===== config.mk =====
export PLATFORM = sky130hd
export DESIGN_NAME = morse_key_timing_decoder_unit
export DESIGN_NICKNAME = d
export VERILOG_FILES = /design/src/sv/mktd_pkg.sv /design/src/sv/mktd_cfg.sv /design/src/sv/mktd_front.sv /design/src/sv/mktd_queue.sv /design/src/sv/mktd_back.sv /design/src/sv/morse_key_timing_decoder_unit.sv
export SDC_FILE = /design/constraint.sdc
export NUM_CORES = 1
export LEC_CHECK = 0
export ABC_AREA = 1
export BUFFER_PORTS_ARGS = -buffer_cell sky130_fd_sc_hd__buf_2
export CAP_MARGIN = 10
export CORE_MARGIN = 3
export CORE_UTILIZATION = 51
export CTS_BUF_LIST = sky130_fd_sc_hd__clkbuf_8 sky130_fd_sc_hd__clkbuf_16
export DETAILED_ROUTE_END_ITERATION = 7
export GPL_ROUTABILITY_DRIVEN = 0
export PLACE_DENSITY = 0.68
export SLEW_MARGIN = 40
export SYNTH_ARGS = -nofsm -noshare
export SYNTH_HDL_FRONTEND = slang
export SYNTH_SLANG_ARGS = --single-unit

===== constraint.sdc =====
create_clock -name clk -period 5.5 [get_ports clk]
set_input_delay 0 -clock clk [delete_from_list [all_inputs] [get_ports clk]]
set_output_delay 0 -clock clk [all_outputs]
set_load 0.02 [all_outputs]

===== src/sv/mktd_pkg.sv =====
// ----------------------------------------------------------------------------
// Morse key timing decoder package
// Shared types, register indexes, reset values and the Morse code table.
// ----------------------------------------------------------------------------
package mktd_pkg;

	localparam int CFG_INDEX_W = 3;
	localparam int CFG_DATA_W  = 16;
	localparam int SCALED_W    = 23;
	localparam int MS_SCALE    = 125;
	localparam int SYM_LIMIT   = 8;
	localparam int CHAR_W      = 7;

	typedef enum logic [CFG_INDEX_W-1:0] {
		CFG_DOT_MIN   = 3'd0,
		CFG_DASH_MIN  = 3'd1,
		CFG_DASH_MAX  = 3'd2,
		CFG_SPACE_MIN = 3'd3,
		CFG_SPACE_MAX = 3'd4
	} cfg_index_t;

	typedef enum logic [1:0] {
		SYM_DOT    = 2'd0,
		SYM_DASH   = 2'd1,
		SYM_REJECT = 2'd2
	} symbol_class_t;

	typedef enum logic {
		KIND_SYMBOL = 1'b0,
		KIND_CHAR   = 1'b1
	} result_kind_t;

	localparam logic [CFG_DATA_W-1:0] DOT_MIN_RST   = 16'd30;
	localparam logic [CFG_DATA_W-1:0] DASH_MIN_RST  = 16'd200;
	localparam logic [CFG_DATA_W-1:0] DASH_MAX_RST  = 16'd1000;
	localparam logic [CFG_DATA_W-1:0] SPACE_MIN_RST = 16'd1000;
	localparam logic [CFG_DATA_W-1:0] SPACE_MAX_RST = 16'd42000;

	localparam logic [CHAR_W-1:0] CHAR_UNKNOWN = 7'h3F;

	// Thresholds in units of 2*ticks, so that a tick count is compared without a divide.
	typedef struct packed {
		logic [SCALED_W-1:0] dot_lo;
		logic [SCALED_W-1:0] dash_lo;
		logic [SCALED_W-1:0] dash_hi;
		logic [SCALED_W-1:0] space_lo;
		logic [SCALED_W-1:0] space_hi;
	} limits_t;

	// The buffer holds the first symbol in bit 0, with a dash as 1.
	function automatic logic [CHAR_W-1:0] decode_char(input logic ovf, input logic [3:0] count,
			input logic [SYM_LIMIT-1:0] bits);
		logic [CHAR_W-1:0] ch;
		ch = CHAR_UNKNOWN;
		if (!ovf && count <= 4'd5 && bits[7:5] == 3'b000) begin
			case ({count[2:0], bits[4:0]})
				{3'd2, 5'b00010}: ch = 7'h41;
				{3'd4, 5'b00001}: ch = 7'h42;
				{3'd4, 5'b00101}: ch = 7'h43;
				{3'd3, 5'b00001}: ch = 7'h44;
				{3'd1, 5'b00000}: ch = 7'h45;
				{3'd4, 5'b00100}: ch = 7'h46;
				{3'd3, 5'b00011}: ch = 7'h47;
				{3'd4, 5'b00000}: ch = 7'h48;
				{3'd2, 5'b00000}: ch = 7'h49;
				{3'd4, 5'b01110}: ch = 7'h4A;
				{3'd3, 5'b00101}: ch = 7'h4B;
				{3'd4, 5'b00010}: ch = 7'h4C;
				{3'd2, 5'b00011}: ch = 7'h4D;
				{3'd2, 5'b00001}: ch = 7'h4E;
				{3'd3, 5'b00111}: ch = 7'h4F;
				{3'd4, 5'b00110}: ch = 7'h50;
				{3'd4, 5'b01011}: ch = 7'h51;
				{3'd3, 5'b00010}: ch = 7'h52;
				{3'd3, 5'b00000}: ch = 7'h53;
				{3'd1, 5'b00001}: ch = 7'h54;
				{3'd3, 5'b00100}: ch = 7'h55;
				{3'd4, 5'b01000}: ch = 7'h56;
				{3'd3, 5'b00110}: ch = 7'h57;
				{3'd4, 5'b01001}: ch = 7'h58;
				{3'd4, 5'b01101}: ch = 7'h59;
				{3'd4, 5'b00011}: ch = 7'h5A;
				{3'd5, 5'b11110}: ch = 7'h31;
				{3'd5, 5'b11100}: ch = 7'h32;
				{3'd5, 5'b11000}: ch = 7'h33;
				{3'd5, 5'b10000}: ch = 7'h34;
				{3'd5, 5'b00000}: ch = 7'h35;
				{3'd5, 5'b00001}: ch = 7'h36;
				{3'd5, 5'b00011}: ch = 7'h37;
				{3'd5, 5'b00111}: ch = 7'h38;
				{3'd5, 5'b01111}: ch = 7'h39;
				{3'd5, 5'b11111}: ch = 7'h30;
				default: ch = CHAR_UNKNOWN;
			endcase
		end
		return ch;
	endfunction

endpackage


===== src/sv/mktd_cfg.sv =====
// ----------------------------------------------------------------------------
// Morse key timing decoder threshold registers
// Takes register writes and keeps each threshold prescaled to 2*ticks units.
// ----------------------------------------------------------------------------
module mktd_cfg (
	input  logic                                 clk,
	input  logic                                 arst_n,
	input  logic                                 cfg_valid,
	output logic                                 cfg_ready,
	input  logic [mktd_pkg::CFG_INDEX_W-1:0]     cfg_index,
	input  logic [mktd_pkg::CFG_DATA_W-1:0]      cfg_data,
	output mktd_pkg::limits_t                    limits
);

	// A strict lower bound on milliseconds becomes an inclusive bound one step higher.
	function automatic logic [mktd_pkg::SCALED_W-1:0] scale(
			input logic [mktd_pkg::CFG_DATA_W-1:0] value, input logic plus_one);
		logic [mktd_pkg::SCALED_W-1:0] base;
		base = mktd_pkg::SCALED_W'(value) + mktd_pkg::SCALED_W'(plus_one);
		return mktd_pkg::SCALED_W'(base * mktd_pkg::SCALED_W'(mktd_pkg::MS_SCALE));
	endfunction

	mktd_pkg::limits_t limits_q;

	assign cfg_ready = 1'b1;
	assign limits    = limits_q;

	always_ff @(posedge clk or negedge arst_n) begin
		if (!arst_n) begin
			limits_q.dot_lo   <= scale(mktd_pkg::DOT_MIN_RST, 1'b1);
			limits_q.dash_lo  <= scale(mktd_pkg::DASH_MIN_RST, 1'b0);
			limits_q.dash_hi  <= scale(mktd_pkg::DASH_MAX_RST, 1'b0);
			limits_q.space_lo <= scale(mktd_pkg::SPACE_MIN_RST, 1'b1);
			limits_q.space_hi <= scale(mktd_pkg::SPACE_MAX_RST, 1'b0);
		end else if (cfg_valid) begin
			case (cfg_index)
				mktd_pkg::CFG_DOT_MIN:   limits_q.dot_lo   <= scale(cfg_data, 1'b1);
				mktd_pkg::CFG_DASH_MIN:  limits_q.dash_lo  <= scale(cfg_data, 1'b0);
				mktd_pkg::CFG_DASH_MAX:  limits_q.dash_hi  <= scale(cfg_data, 1'b0);
				mktd_pkg::CFG_SPACE_MIN: limits_q.space_lo <= scale(cfg_data, 1'b1);
				mktd_pkg::CFG_SPACE_MAX: limits_q.space_hi <= scale(cfg_data, 1'b0);
				default: ;
			endcase
		end
	end

endmodule


===== src/sv/mktd_front.sv =====
// ----------------------------------------------------------------------------
// Morse key timing decoder front end
// Accepts key edges, keeps the last press and release times and measures
// the elapsed ticks for each edge.
// ----------------------------------------------------------------------------
module mktd_front #(
	parameter int TIME_WIDTH = 32
) (
	input  logic                  clk,
	input  logic                  arst_n,
	input  logic                  in_valid,
	output logic                  in_ready,
	input  logic                  level,
	input  logic [TIME_WIDTH-1:0] timestamp,
	output logic                  push_valid,
	input  logic                  push_ready,
	output logic [TIME_WIDTH:0]   push_data
);

	logic [TIME_WIDTH-1:0] press_time_q;
	logic [TIME_WIDTH-1:0] release_time_q;
	logic [TIME_WIDTH-1:0] delta;
	logic                  take;

	assign in_ready   = push_ready;
	assign push_valid = in_valid;
	assign take       = in_valid && push_ready;
	assign delta      = timestamp - (level ? release_time_q : press_time_q);
	assign push_data  = {level, delta};

	always_ff @(posedge clk or negedge arst_n) begin
		if (!arst_n) begin
			press_time_q   <= '0;
			release_time_q <= '0;
		end else if (take) begin
			if (level) begin
				press_time_q <= timestamp;
			end else begin
				release_time_q <= timestamp;
			end
		end
	end

endmodule


===== src/sv/mktd_queue.sv =====
// ----------------------------------------------------------------------------
// Morse key timing decoder queue
// Small FIFO that decouples the front end from the back end.
// ----------------------------------------------------------------------------
module mktd_queue #(
	parameter int WIDTH = 33,
	parameter int DEPTH = 2
) (
	input  logic             clk,
	input  logic             arst_n,
	input  logic             push_valid,
	output logic             push_ready,
	input  logic [WIDTH-1:0] push_data,
	output logic             pop_valid,
	input  logic             pop_ready,
	output logic [WIDTH-1:0] pop_data
);

	localparam int PTR_W = (DEPTH > 1) ? $clog2(DEPTH) : 1;
	localparam int CNT_W = $clog2(DEPTH + 1);

	logic [WIDTH-1:0] mem_q [DEPTH];
	logic [PTR_W-1:0] wr_ptr_q;
	logic [PTR_W-1:0] rd_ptr_q;
	logic [CNT_W-1:0] cnt_q;
	logic             do_push;
	logic             do_pop;

	assign push_ready = (cnt_q != CNT_W'(DEPTH));
	assign pop_valid  = (cnt_q != '0);
	assign pop_data   = mem_q[rd_ptr_q];
	assign do_push    = push_valid && push_ready;
	assign do_pop     = pop_valid && pop_ready;

	function automatic logic [PTR_W-1:0] next_ptr(input logic [PTR_W-1:0] ptr);
		return (ptr == PTR_W'(DEPTH - 1)) ? '0 : PTR_W'(ptr + 1'b1);
	endfunction

	always_ff @(posedge clk or negedge arst_n) begin
		if (!arst_n) begin
			wr_ptr_q <= '0;
			rd_ptr_q <= '0;
			cnt_q    <= '0;
		end else begin
			if (do_push) begin
				wr_ptr_q <= next_ptr(wr_ptr_q);
			end
			if (do_pop) begin
				rd_ptr_q <= next_ptr(rd_ptr_q);
			end
			if (do_push && !do_pop) begin
				cnt_q <= cnt_q + 1'b1;
			end else if (do_pop && !do_push) begin
				cnt_q <= cnt_q - 1'b1;
			end
		end
	end

	always_ff @(posedge clk) begin
		if (do_push) begin
			mem_q[wr_ptr_q] <= push_data;
		end
	end

endmodule


===== src/sv/mktd_back.sv =====
// ----------------------------------------------------------------------------
// Morse key timing decoder back end
// Classifies presses and gaps, keeps the symbol buffer, decodes characters
// and holds the result in an output register.
// ----------------------------------------------------------------------------
module mktd_back #(
	parameter int TIME_WIDTH  = 32,
	parameter int MAX_SYMBOLS = 5
) (
	input  logic                          clk,
	input  logic                          arst_n,
	input  logic                          pop_valid,
	output logic                          pop_ready,
	input  logic [TIME_WIDTH:0]           pop_data,
	input  mktd_pkg::limits_t             limits,
	output logic                          res_valid,
	input  logic                          res_ready,
	output logic                          res_kind,
	output logic [1:0]                    res_class,
	output logic [mktd_pkg::CHAR_W-1:0]   res_char
);

	localparam int CMP_W = (TIME_WIDTH + 1 > mktd_pkg::SCALED_W) ? TIME_WIDTH + 1
		: mktd_pkg::SCALED_W;
	localparam int CNT_W = $clog2(MAX_SYMBOLS + 1);
	localparam int IDX_W = $clog2(MAX_SYMBOLS);

	logic [MAX_SYMBOLS-1:0]        bits_q;
	logic [CNT_W-1:0]              count_q;
	logic                          ovf_q;
	logic [MAX_SYMBOLS-1:0]        bits_d;
	logic [CNT_W-1:0]              count_d;
	logic                          ovf_d;
	logic                          out_valid_q;
	logic                          out_kind_q;
	logic [1:0]                    out_class_q;
	logic [mktd_pkg::CHAR_W-1:0]   out_char_q;

	logic                          level;
	logic [CMP_W-1:0]              twice;
	logic                          is_space;
	logic                          take;
	logic                          emit;
	mktd_pkg::symbol_class_t       cls;
	logic [mktd_pkg::CHAR_W-1:0]   ch;

	assign level     = pop_data[TIME_WIDTH];
	assign twice     = CMP_W'({pop_data[TIME_WIDTH-1:0], 1'b0});
	assign pop_ready = !out_valid_q || res_ready;
	assign take      = pop_valid && pop_ready;
	assign is_space  = (twice >= CMP_W'(limits.space_lo)) && (twice < CMP_W'(limits.space_hi));
	assign emit      = take && (!level || is_space);
	assign ch        = mktd_pkg::decode_char(ovf_q, 4'(count_q),
		mktd_pkg::SYM_LIMIT'(bits_q));

	always_comb begin
		cls = mktd_pkg::SYM_REJECT;
		if (twice >= CMP_W'(limits.dot_lo) && twice < CMP_W'(limits.dash_lo)) begin
			cls = mktd_pkg::SYM_DOT;
		end else if (twice >= CMP_W'(limits.dash_lo) && twice < CMP_W'(limits.dash_hi)) begin
			cls = mktd_pkg::SYM_DASH;
		end
	end

	always_comb begin
		bits_d  = bits_q;
		count_d = count_q;
		ovf_d   = ovf_q;
		if (take) begin
			if (!level) begin
				if (cls != mktd_pkg::SYM_REJECT) begin
					if (count_q == CNT_W'(MAX_SYMBOLS)) begin
						ovf_d = 1'b1;
					end else begin
						bits_d[count_q[IDX_W-1:0]] = (cls == mktd_pkg::SYM_DASH);
						count_d = count_q + 1'b1;
					end
				end
			end else if (is_space) begin
				bits_d  = '0;
				count_d = '0;
				ovf_d   = 1'b0;
			end
		end
	end

	always_ff @(posedge clk or negedge arst_n) begin
		if (!arst_n) begin
			bits_q      <= '0;
			count_q     <= '0;
			ovf_q       <= 1'b0;
			out_valid_q <= 1'b0;
		end else begin
			bits_q  <= bits_d;
			count_q <= count_d;
			ovf_q   <= ovf_d;
			if (emit) begin
				out_valid_q <= 1'b1;
			end else if (res_ready) begin
				out_valid_q <= 1'b0;
			end
		end
	end

	always_ff @(posedge clk) begin
		if (emit) begin
			if (level) begin
				out_kind_q  <= mktd_pkg::KIND_CHAR;
				out_class_q <= '0;
				out_char_q  <= ch;
			end else begin
				out_kind_q  <= mktd_pkg::KIND_SYMBOL;
				out_class_q <= cls;
				out_char_q  <= '0;
			end
		end
	end

	assign res_valid = out_valid_q;
	assign res_kind  = out_kind_q;
	assign res_class = out_class_q;
	assign res_char  = out_char_q;

endmodule


===== src/sv/morse_key_timing_decoder_unit.sv =====
// A result is registered: it passes the queue and then the output register of the back end.
// One key edge per cycle is accepted while m_tready does not hold off the result stream.
// A release always gives one result; a press gives one only when its gap ends a character.
// Reset restores the default thresholds and clears the timestamps and the symbol buffer.
// ----------------------------------------------------------------------------
// Morse key timing decoder
// Turns timestamped key edges into dot, dash and reject classes and decoded characters.
// ----------------------------------------------------------------------------
module morse_key_timing_decoder_unit #(
	parameter int TIME_WIDTH  = 32,
	parameter int MAX_SYMBOLS = 5,
	localparam int S_TDATA_W  = ((TIME_WIDTH + 7) / 8) * 8
) (
	input  logic                              clk,
	input  logic                              arst_n,
	input  logic                              s_tvalid,
	output logic                              s_tready,
	input  logic [S_TDATA_W-1:0]              s_tdata,   // timestamp
	input  logic                              s_tuser,   // edge_level
	output logic                              m_tvalid,
	input  logic                              m_tready,
	output logic [15:0]                       m_tdata,   // symbol_class, character
	output logic                              m_tuser,   // result_kind
	input  logic                              cfg_valid,
	output logic                              cfg_ready,
	input  logic [mktd_pkg::CFG_INDEX_W-1:0]  cfg_index,
	input  logic [mktd_pkg::CFG_DATA_W-1:0]   cfg_data
);

	mktd_pkg::limits_t            limits;
	logic                         push_valid;
	logic                         push_ready;
	logic [TIME_WIDTH:0]          push_data;
	logic                         pop_valid;
	logic                         pop_ready;
	logic [TIME_WIDTH:0]          pop_data;
	logic [1:0]                   res_class;
	logic [mktd_pkg::CHAR_W-1:0]  res_char;

	mktd_cfg u_cfg (
		.clk       (clk),
		.arst_n    (arst_n),
		.cfg_valid (cfg_valid),
		.cfg_ready (cfg_ready),
		.cfg_index (cfg_index),
		.cfg_data  (cfg_data),
		.limits    (limits)
	);

	mktd_front #(
		.TIME_WIDTH (TIME_WIDTH)
	) u_front (
		.clk        (clk),
		.arst_n     (arst_n),
		.in_valid   (s_tvalid),
		.in_ready   (s_tready),
		.level      (s_tuser),
		.timestamp  (s_tdata[TIME_WIDTH-1:0]),
		.push_valid (push_valid),
		.push_ready (push_ready),
		.push_data  (push_data)
	);

	mktd_queue #(
		.WIDTH (TIME_WIDTH + 1),
		.DEPTH (2)
	) u_queue (
		.clk        (clk),
		.arst_n     (arst_n),
		.push_valid (push_valid),
		.push_ready (push_ready),
		.push_data  (push_data),
		.pop_valid  (pop_valid),
		.pop_ready  (pop_ready),
		.pop_data   (pop_data)
	);

	mktd_back #(
		.TIME_WIDTH  (TIME_WIDTH),
		.MAX_SYMBOLS (MAX_SYMBOLS)
	) u_back (
		.clk       (clk),
		.arst_n    (arst_n),
		.pop_valid (pop_valid),
		.pop_ready (pop_ready),
		.pop_data  (pop_data),
		.limits    (limits),
		.res_valid (m_tvalid),
		.res_ready (m_tready),
		.res_kind  (m_tuser),
		.res_class (res_class),
		.res_char  (res_char)
	);

	assign m_tdata = {7'b0, res_char, res_class};

endmodule


# After elaboration in Yosys (flattened, before gate mapping)
# Memory sizes are Yosys's and may differ from the RTL's.
# Index checks and enable logic that the tools add are counted.
# totals
ff_bits	203
ramBits	66
wordCells	146
n_memories	1
# mem_list
name	depth	width	read_ports	rd_clocked_by_memory_dff	wr	line	source
u_queue.mem_q	2	33	1	0	1	mktd_queue.sv:22	logic [WIDTH-1:0] mem_q [DEPTH];
# op_classes
n_addsub	7
multipliers	2
order_cmp	9
eq_ne	46
mux	29
bitwise	1
reduce_logical	33
# ops
operator	n
7-bit one-hot mux with 36 select lines	1
8-bit equality test (second input constant)	22
33-bit by 23-bit greater-or-equal comparator with 1-bit output	3
33-bit by 23-bit < comparator with 1-bit output	3
8-bit by 7-bit equality test with 1-bit output (second input constant)	12
32-bit 2-to-1 mux	1
32-bit subtractor	1
16-bit by 7-bit multiplier with 23-bit output (second input constant)	1
23-bit by 7-bit multiplier with 23-bit output (second input constant)	1
5-bit 2-to-1 mux	4
16-bit by 1-bit adder with 17-bit output (second input constant)	1
8-bit by 6-bit equality test with 1-bit output (second input constant)	2
2-bit AND reduction	8
1-bit 2-to-1 mux	12
3-bit 2-to-1 mux	4
1-bit logical AND	10
2-bit nonzero test	5
2-bit 2-to-1 mux	4
4-bit AND reduction	2
3-bit by 2-bit equality test with 1-bit output (second input constant)	2
3-bit equality test (second input constant)	2
6-bit 2-to-1 mux	1
2-bit != test (second input constant)	3
5-bit bitwise mux	1
other kinds (15)	21

# Logic depth before layout (Yosys ltp)
# Gate-level depths: netlist (run 1).
# An unclocked memory read counts as a cell.
# depth
depth_word	10
ltp_mapped	26
ltp_nobuf	26

# Modules after synthesis
# From an unflattened synthesis (run 1), not the netlist that was laid out.
# unflattened
cells_unflattened	3015
area_unflattened_um2	23216.0
# modules_own_cells
mod	n_inst	cells_each	area_per_inst_um2
mktd_cfg	1	1250	10493.8
mktd_front	1	790	5136.2
mktd_back	1	766	4825.9
mktd_queue	1	201	2703.8
morse_key_timing_decoder_unit	1	8	56.3

# Least setup slack after synthesis (run 1)
# Ideal clock, no wire load.
# synth_path
path_kind	input to register
start	input cfg_data[3] (netlist name)
end	register u_cfg.limits_q (netlist bit u_cfg.limits[41])
arrival_time_ns	4.502
required_ns	5.370
slack_ns	0.868
cell_stages	26
n_path_buf	0
path_cell_list	ha_1 nand3_1 inv_1 nand2_1 xnor2_1 nand2_1 inv_1 nor2_1 ha_1 inv_1 fa_1 fa_1 fa_1 inv_1 ha_1 a21oi_1 o21ai_0 inv_1 nand2_1 nand2_1 nand2_1 nand2_1 nand2_1 or2_2 nand3_1 o21ai_0
# synth_via
elab_chain_cells	2
# synth_rtl
element	line	source
from (decl)	morse_key_timing_decoder_unit.sv:27	input logic [mktd_pkg::CFG_DATA_W-1:0] cfg_data
16-bit by 1-bit adder with 17-bit output	mktd_cfg.sv:19	base = mktd_pkg::SCALED_W'(value) + mktd_pkg::SCALED_W'(plus_one);
23-bit by 7-bit multiplier with 23-bit output	mktd_cfg.sv:20	return mktd_pkg::SCALED_W'(base * mktd_pkg::SCALED_W'(mktd_pkg::MS_SCALE));
to (decl)	mktd_cfg.sv:23	mktd_pkg::limits_t limits_q;
# Every way passes these cells.
# A chain may end at the register's enable or synchronous reset.

# Worst setup path after layout (run 1)
# layout_path
start	input cfg_data[1] (netlist name)
end	register u_cfg.limits_q (netlist bit u_cfg.limits[112])
# The elaborated chain is that of the path after synthesis.

==> reports/metrics.yaml, run 1 <==
status:
  status: "finished, final reports clean"
yosys:
  synth_warnings: 0
  async_flop_share_pct: 71.75
  yosysTopAreaCell: "dfrtp_1"
  synth_top_area_share_pct: 18.07
  synthCells: 2577
  ys_top_cells_by_area: "dfrtp_1, ha_1, nand2_1, edfxtp_1, fa_1"
  seq_area_frac_synth_pct: 33.35
  synth-seq-cells: 269
  synth-main-ff-cell: "dfrtp_1"
  synth_cell_types: 58
  syn-cell-area_sq_um: 21470
  syn_area_per_cell_sq_um: 8.330
  synth_enable_flop_cells: 76
finish:
  diodes: 0
  area.growth.synth_to_final_pct: 10.93
  final_cell_mix: "nand2_1, inv_1, ha_1, o21ai_0, dfrtp_1"
  final_common_cell: "nand2_1"
  final_util_pct: 57.79
  drive_gt1_share_pct: 7.522
  nNetsFinal: 3100
  fillers: 3627
grt:
  overflow: 0
  grt_max_degree: 72
  grt_pass1_wl_um: 88890
  grt_use_total_pct: 24.58
  antenna_found_initial: 0
  grt_pass1_vias: 17590
worst_setup_path:
  cp.arrival_ns: 5.48
  critPathKind: "in -> reg"
  worst_setup_path_start_kind: "input port"
  required_ns: 5.93
  end_kind: "flip-flop"
  path_max_fanout: 11
timing:
  setup_viol: 0
  skew_ns: 0.01817
  slew_viol_final: 0
  min_period_ns: 5.051
  slew_headroom_pct: 47.42
  tns_ns: 0
  worst_pin_slew_ns: 0.7838
  period_share_pct: 91.83
  max_clock_freq_ghz: 0.1980
  hold_viol: 0
  setup_slack_ns: 0.4495
  rsz0062_at_grt: "false"
cts:
  cts_tree: "done"
  cts_buffer_depth: 3
  cts_sinks: 269
  cts-root-buf: "clkbuf_16"
  htree_levels: 1
  clkLatencyLatePin_ns: 0.57
  cts-buffers-inserted: 29
  clk_pin_slew_worst_paths_ns: 0.06
floorplan:
  core_area_sq_um: 41200
  die_h_um: 211.2
  die_x_um: 211.2
  ios: 77
  rows: 74
  dieArea_sq_um: 44590
  start_util_pct: 52.10
power_and_ir_drop:
  p_leak_nw: 11.93
  p_total_mw: 14.22
  p_per_area_nw_per_um2: 597.1
  vdd_ir_drop_max_v: 0.0003000
placed_design:
  pre_cts_ws_ns: 0.2651
  io_buffers: 68
  dp_hpwl_um: 42040
routing:
  detail-route-antenna-nets: 0
  drtIter0Drc: 1341
  viasPerCell: 5.482
  drt_first_pass_iters: 6
  finalWirelength_um: 53950
  wl_per_cell_um: 16.63
  vias: 17780
  drcViolationCount: 0
flow_run:
  drv_cap: 0
hold_path:
  hp-class: "in -> reg"
==> worst max-delay path, cell delays in order <==
cell and delay [ns]:
dlygate4sd3_1 0.52, clkbuf_4 0.23, ha_1 0.29, nand3_1 0.14, nor2_1 0.18, xnor2_1 0.22
inv_1 0.23, fa_1 0.56, inv_1 0.05, fa_1 0.50, inv_1 0.05, fa_1 0.50
inv_1 0.05, fa_1 0.50, inv_1 0.04, ha_1 0.33, nand2_1 0.12, nor4_1 0.40
nand4_1 0.20, nand3_1 0.13, nand2_1 0.07, nand3_1 0.07, o21ai_0 0.09
==> through the flow <==
| step | instances | area (sq um) | hold WS [ns] |
|---|---|---|---|
| 6_report | 3244 | 23810 | 0.04152 |
| 3_5_place_dp | 3146 | 22430 | 0.001713 |
| 2_1_floorplan | 2583 | 21490 | -0.2956 |
| 4_1_cts | 3243 | 23780 | 0.004465 |
| 3_3_place_gp | 3145 | 22390 | -0.01103 |
| 5_1_grt | 3244 | 23810 | 0.07079 |
==> kinds of logic after synthesis <==
logic type / Yosys count / share of synthesized area (%)
simple gates: 942 / 18.19
fa+ha+maj: 354 / 24.31
buf+inv: 462 / 8.300
xor+xnor: 89 / 3.631
mux: 29 / 1.352
other cells: 2 / 0.03499
compound gates: 430 / 10.84
flops: 269 / 33.35
==> sequential cells by signal, indices dropped and copies added, names as in the netlist, 2 cells and up <==
signal,flops
u_back.bits_q,5
u_back.count_q,3
u_back.res_char,7
u_back.res_class,2
u_cfg.limits,115
u_front.press_time_q,32
u_front.release_time_q,32
u_queue.cnt_q,2
u_queue.mem_q,66
==> power by group <==
part           switching [mW]  total (mW)  internal (mW)
sequential              0.346        3.50           3.16
combinational            5.84        8.86           3.02
clock                   0.807        1.86           1.05
total                    6.99        14.2           7.22
==> timing repair <==
action / in CTS / in global routing
endpoints found under the setup margin: 0 / 9
hold endpoints to repair: 205 / 0
hold buffers: 43 / 0
gates resized for setup: 0 / 4
setup buffers: 0 / 1
==> metal layers <==
layer / global-route usage, % / part of all wire (%) / vias to the layer above
li1: - / - / 8597
met1: 34.34 / 44 / 8503
met2: 40.42 / 46 / 586
met3: 4.084 / 6.8 / 96
met4: 5.889 / 2.6 / 0
met5: 0 / 0 / -
==> synthesized netlist by cell type, drive strengths merged (10+ instances only) <==
master / count
mux2i: 29
nor4: 11
xor2: 62
nor3: 22
edfxtp: 76
a21o: 14
nand4: 37
nand2: 628
a31oi: 10
inv: 403
xnor2: 27
ha: 249
o21ai: 238
dfstp: 38
nand3: 88
fa: 105
clkbuf: 39
buf: 16
nor2: 144
dfrtp: 155
a21oi: 127
==> final cells by class <==
class | instances | area, sq um | share of cell area, %
inverter | 407 | 1528 | 6.416
timing repair buffer | 130 | 950.9 | 3.993
multi-input combinational | 1852 | 12600 | 52.91
clock buffer | 35 | 819.5 | 3.442
clock inverter | 19 | 90.09 | 0.3783
sequential | 269 | 7159 | 30.07
tap | 532 | 665.6 | 2.795
==> path summary, 6_finish.rpt <==
path,from,to,slack (ns),cells after the start
worst max-delay path,cfg_data[1],u_cfg.limits[112],0.45,23
worst min-delay path,cfg_index[2],u_cfg.limits[19],0.04,6
worst max register to register,u_queue.rd_ptr_q,u_back.res_char[1],1.99,14
worst min register to register,u_front.press_time_q[1],u_front.press_time_q[1],0.48,2
max in group asynchronous,arst_n,u_cfg.limits[39],4.61,4
min in group asynchronous,arst_n,u_cfg.limits[20],0.11,2
(Power assumes the default switching activity.)
==> inputs of run 2 (changes only) <==
--- a/config.mk
+++ b/config.mk
@@ -8,12 +8,14 @@
 export ABC_AREA = 1
 export BUFFER_PORTS_ARGS = -buffer_cell sky130_fd_sc_hd__buf_2
 export CAP_MARGIN = 10
+export CELL_PAD_IN_SITES_DETAIL_PLACEMENT = 0
+export CELL_PAD_IN_SITES_GLOBAL_PLACEMENT = 1
 export CORE_MARGIN = 3
 export CORE_UTILIZATION = 51
 export CTS_BUF_LIST = sky130_fd_sc_hd__clkbuf_8 sky130_fd_sc_hd__clkbuf_16
 export DETAILED_ROUTE_END_ITERATION = 7
 export GPL_ROUTABILITY_DRIVEN = 0
-export PLACE_DENSITY = 0.68
+export PLACE_DENSITY_LB_ADDON = 0.1
 export SLEW_MARGIN = 40
 export SYNTH_ARGS = -nofsm -noshare
 export SYNTH_HDL_FRONTEND = slang
==> run 2 against run 1 <==
  * The run now ends with hold timing left
  * Cell area is 0.64% higher
  * Die area stayed put
  * Cell count is 0.25% higher
  * Register-to-register slack worse by 0.28 ns
==> reports/metrics.yaml, run 2 (same netlist as run 1, synthesis figures left out) <==
routing:
  detail-route-antenna-nets: 0
  drcViolationCount: 0
  vias: 17280
  wl_per_cell_um: 16.89
  drtIter0Drc: 1210
  viasPerCell: 5.315
  finalWirelength_um: 54920
  drt_first_pass_iters: 5
floorplan:
  die_h_um: 211.2
  die_x_um: 211.2
  core_area_sq_um: 41200
  start_util_pct: 52.10
  rows: 74
  dieArea_sq_um: 44590
  ios: 77
timing:
  slew_viol_final: 0
  setup_viol: 0
  worst_pin_slew_ns: 0.7844
  hold_ws_ns: -0.02062
  tns_ns: 0
  rsz0062_at_grt: "false"
  setup_slack_ns: 0.4165
  hold_viol: 4
  slew_headroom_pct: 47.38
  skew_ns: 0.01291
  period_share_pct: 92.43
  max_clock_freq_ghz: 0.1967
  min_period_ns: 5.084
grt:
  grt_pass1_vias: 17060
  overflow: 0
  grt_max_degree: 110
  grt_pass1_wl_um: 90000
  antenna_found_initial: 0
  grt_use_total_pct: 25.08
hold_path:
  hp-class: "in -> async"
worst_setup_path:
  cp.buffers_inverters: 7
  cpPeakStageDelay_ns: 0.57
  cp.arrival_ns: 5.52
  end_kind: "flip-flop"
  crit_chain: "dlygate4sd3_1 -> clkbuf_4 -> ha_1 -> nand3_1 -> nor2_1 -> xnor2_1 -> inv_1 -> fa_1 -> inv_1 -> fa_1 -> inv_1 -> fa_1 -> inv_1 -> fa_1 -> inv_1 -> ha_1 -> nand2_1 -> nor4_1 -> nand4_1 -> nand3_1 -> nand2_1 -> nand3_1 -> o21ai_0"
  required_ns: 5.93
  path_max_fanout: 11
  crit_family: "adder cells"
  cpMaxStageDelayCell: "fa_1"
  critPathKind: "in -> reg"
  crit_top_cell: "inv_1"
  worst_setup_path_start_kind: "input port"
status:
  violations: "hold timing"
  status: "finished with violations"
finish:
  nNetsFinal: 3107
  area.growth.synth_to_final_pct: 11.63
  drive_gt1_share_pct: 8.165
  final_common_cell: "nand2_1"
  final_util_pct: 58.16
  largest_reg_flops: 115
  final_cell_mix: "nand2_1, inv_1, ha_1, o21ai_0, dfrtp_1"
  fin_area_sq_um: 23960
flow_run:
  drv_cap: 0
cts:
  postCtsSetupRepairBufs: 0
  cts-root-buf: "clkbuf_16"
  cts_tree: "done"
  htree_levels: 1
  cts_sinks: 269
  clk_pin_slew_worst_paths_ns: 0.06
  clkLatencyLatePin_ns: 0.57
  cts_buffer_depth: 3
  cts-buffers-inserted: 29
power_and_ir_drop:
  p_total_mw: 14.44
  power.switching_mw: 6.995
  internal_power_mw: 7.446
  pwr-share-comb_pct: 61.7
  power_frac_seq_pct: 24.2
  swShare_pct: 48.44
  vdd_ir_drop_max_v: 0.0003625
  p_leak_nw: 11.99
  p_per_area_nw_per_um2: 602.7
  p_clk_share_pct: 14.1
placed_design:
  pre_cts_ws_ns: 0.2455
  placedInstanceArea_sq_um: 22510
  dp_hpwl_um: 42980
  io_buffers: 68
run 2: cell types whose count changed in the layout (fill, tap and decap cells not counted), sizes merged, moves of 2 or more:
cell	previous run	this run
buf	86	95
dlygate4sd3	42	40
clkinv	7	14
clkbuf	37	35
bufinv	0	4
inv	418	408
run 2: per-stage QoR:
| step | std cells | hold WS (ns) |
|---|---|---|
| 6_report | 3252 | -0.02062 |
| 2_1_floorplan | 2583 | -0.2956 |
| 3_5_place_dp | 3157 | -0.004421 |
| 4_1_cts | 3251 | 0.005999 |
| 5_1_grt | 3251 | 0.03554 |
| 3_3_place_gp | 3157 | 0.1621 |
run 2: worst register-to-register path, delay by kind of cell, from the launching register on:
family                   cells  cell delay (ns)
adder cells (fa/ha/maj)      1             0.33
AND/OR/NAND/NOR             11             1.36
flip-flops                   1             0.37
buffers and inverters        2             0.70
AO/OA/AOI/OAI                2             0.66
run 2: power groups by stage:
stage / clock, mW / sequential (mW) / combinational, mW
floorplan: 0 / 3.49 / 6.19
global placement: 0 / 3.49 / 8.70
detailed placement: 0 / 3.52 / 8.85
CTS: 2.08 / 3.49 / 8.94
global route: 2.16 / 3.58 / 10.2
finish: 2.04 / 3.49 / 8.91
run 2: layer usage:
layer	part of all wire [%]	global-route usage, %	up-vias
li1	-	-	8602
met1	49	37.46	8257
met2	45	39.71	369
met3	4.8	3.565	56
met4	1.7	4.249	0
met5	0	0	-
run 2: worst paths after layout:
check	from	end	slack (ns)	depth (start not counted)
min in group clk	cfg_valid	u_cfg.limits[4]	0.04	6
min	arst_n	u_cfg.limits[41]	-0.02	2
max in group asynchronous	arst_n	u_front.release_time_q[13]	4.53	3
max	cfg_data[1]	u_cfg.limits[44]	0.42	23
max reg2reg	u_queue.rd_ptr_q	u_back.res_char[3]	1.71	16
min reg2reg	u_front.press_time_q[1]	u_front.press_time_q[1]	0.48	2
run 2: what timing repair did:
action | CTS | global route
hold endpoints to repair | 211 | 0
gates resized for setup | 0 | 7
endpoints found under the setup margin | 0 | 10
hold buffers | 40 | 0
run 2: final cells by class:
cell class / count / area [sq um]
clock inverters: 21 / 209.0
repair buffers: 137 / 984.7
fillers: 3742 / 17240
clock buffers: 33 / 792.0
well taps: 532 / 665.6
multi-input cells: 1852 / 12620
inverters: 407 / 1528
diodes: 1 / 2.502
flip-flops and latches: 269 / 7159
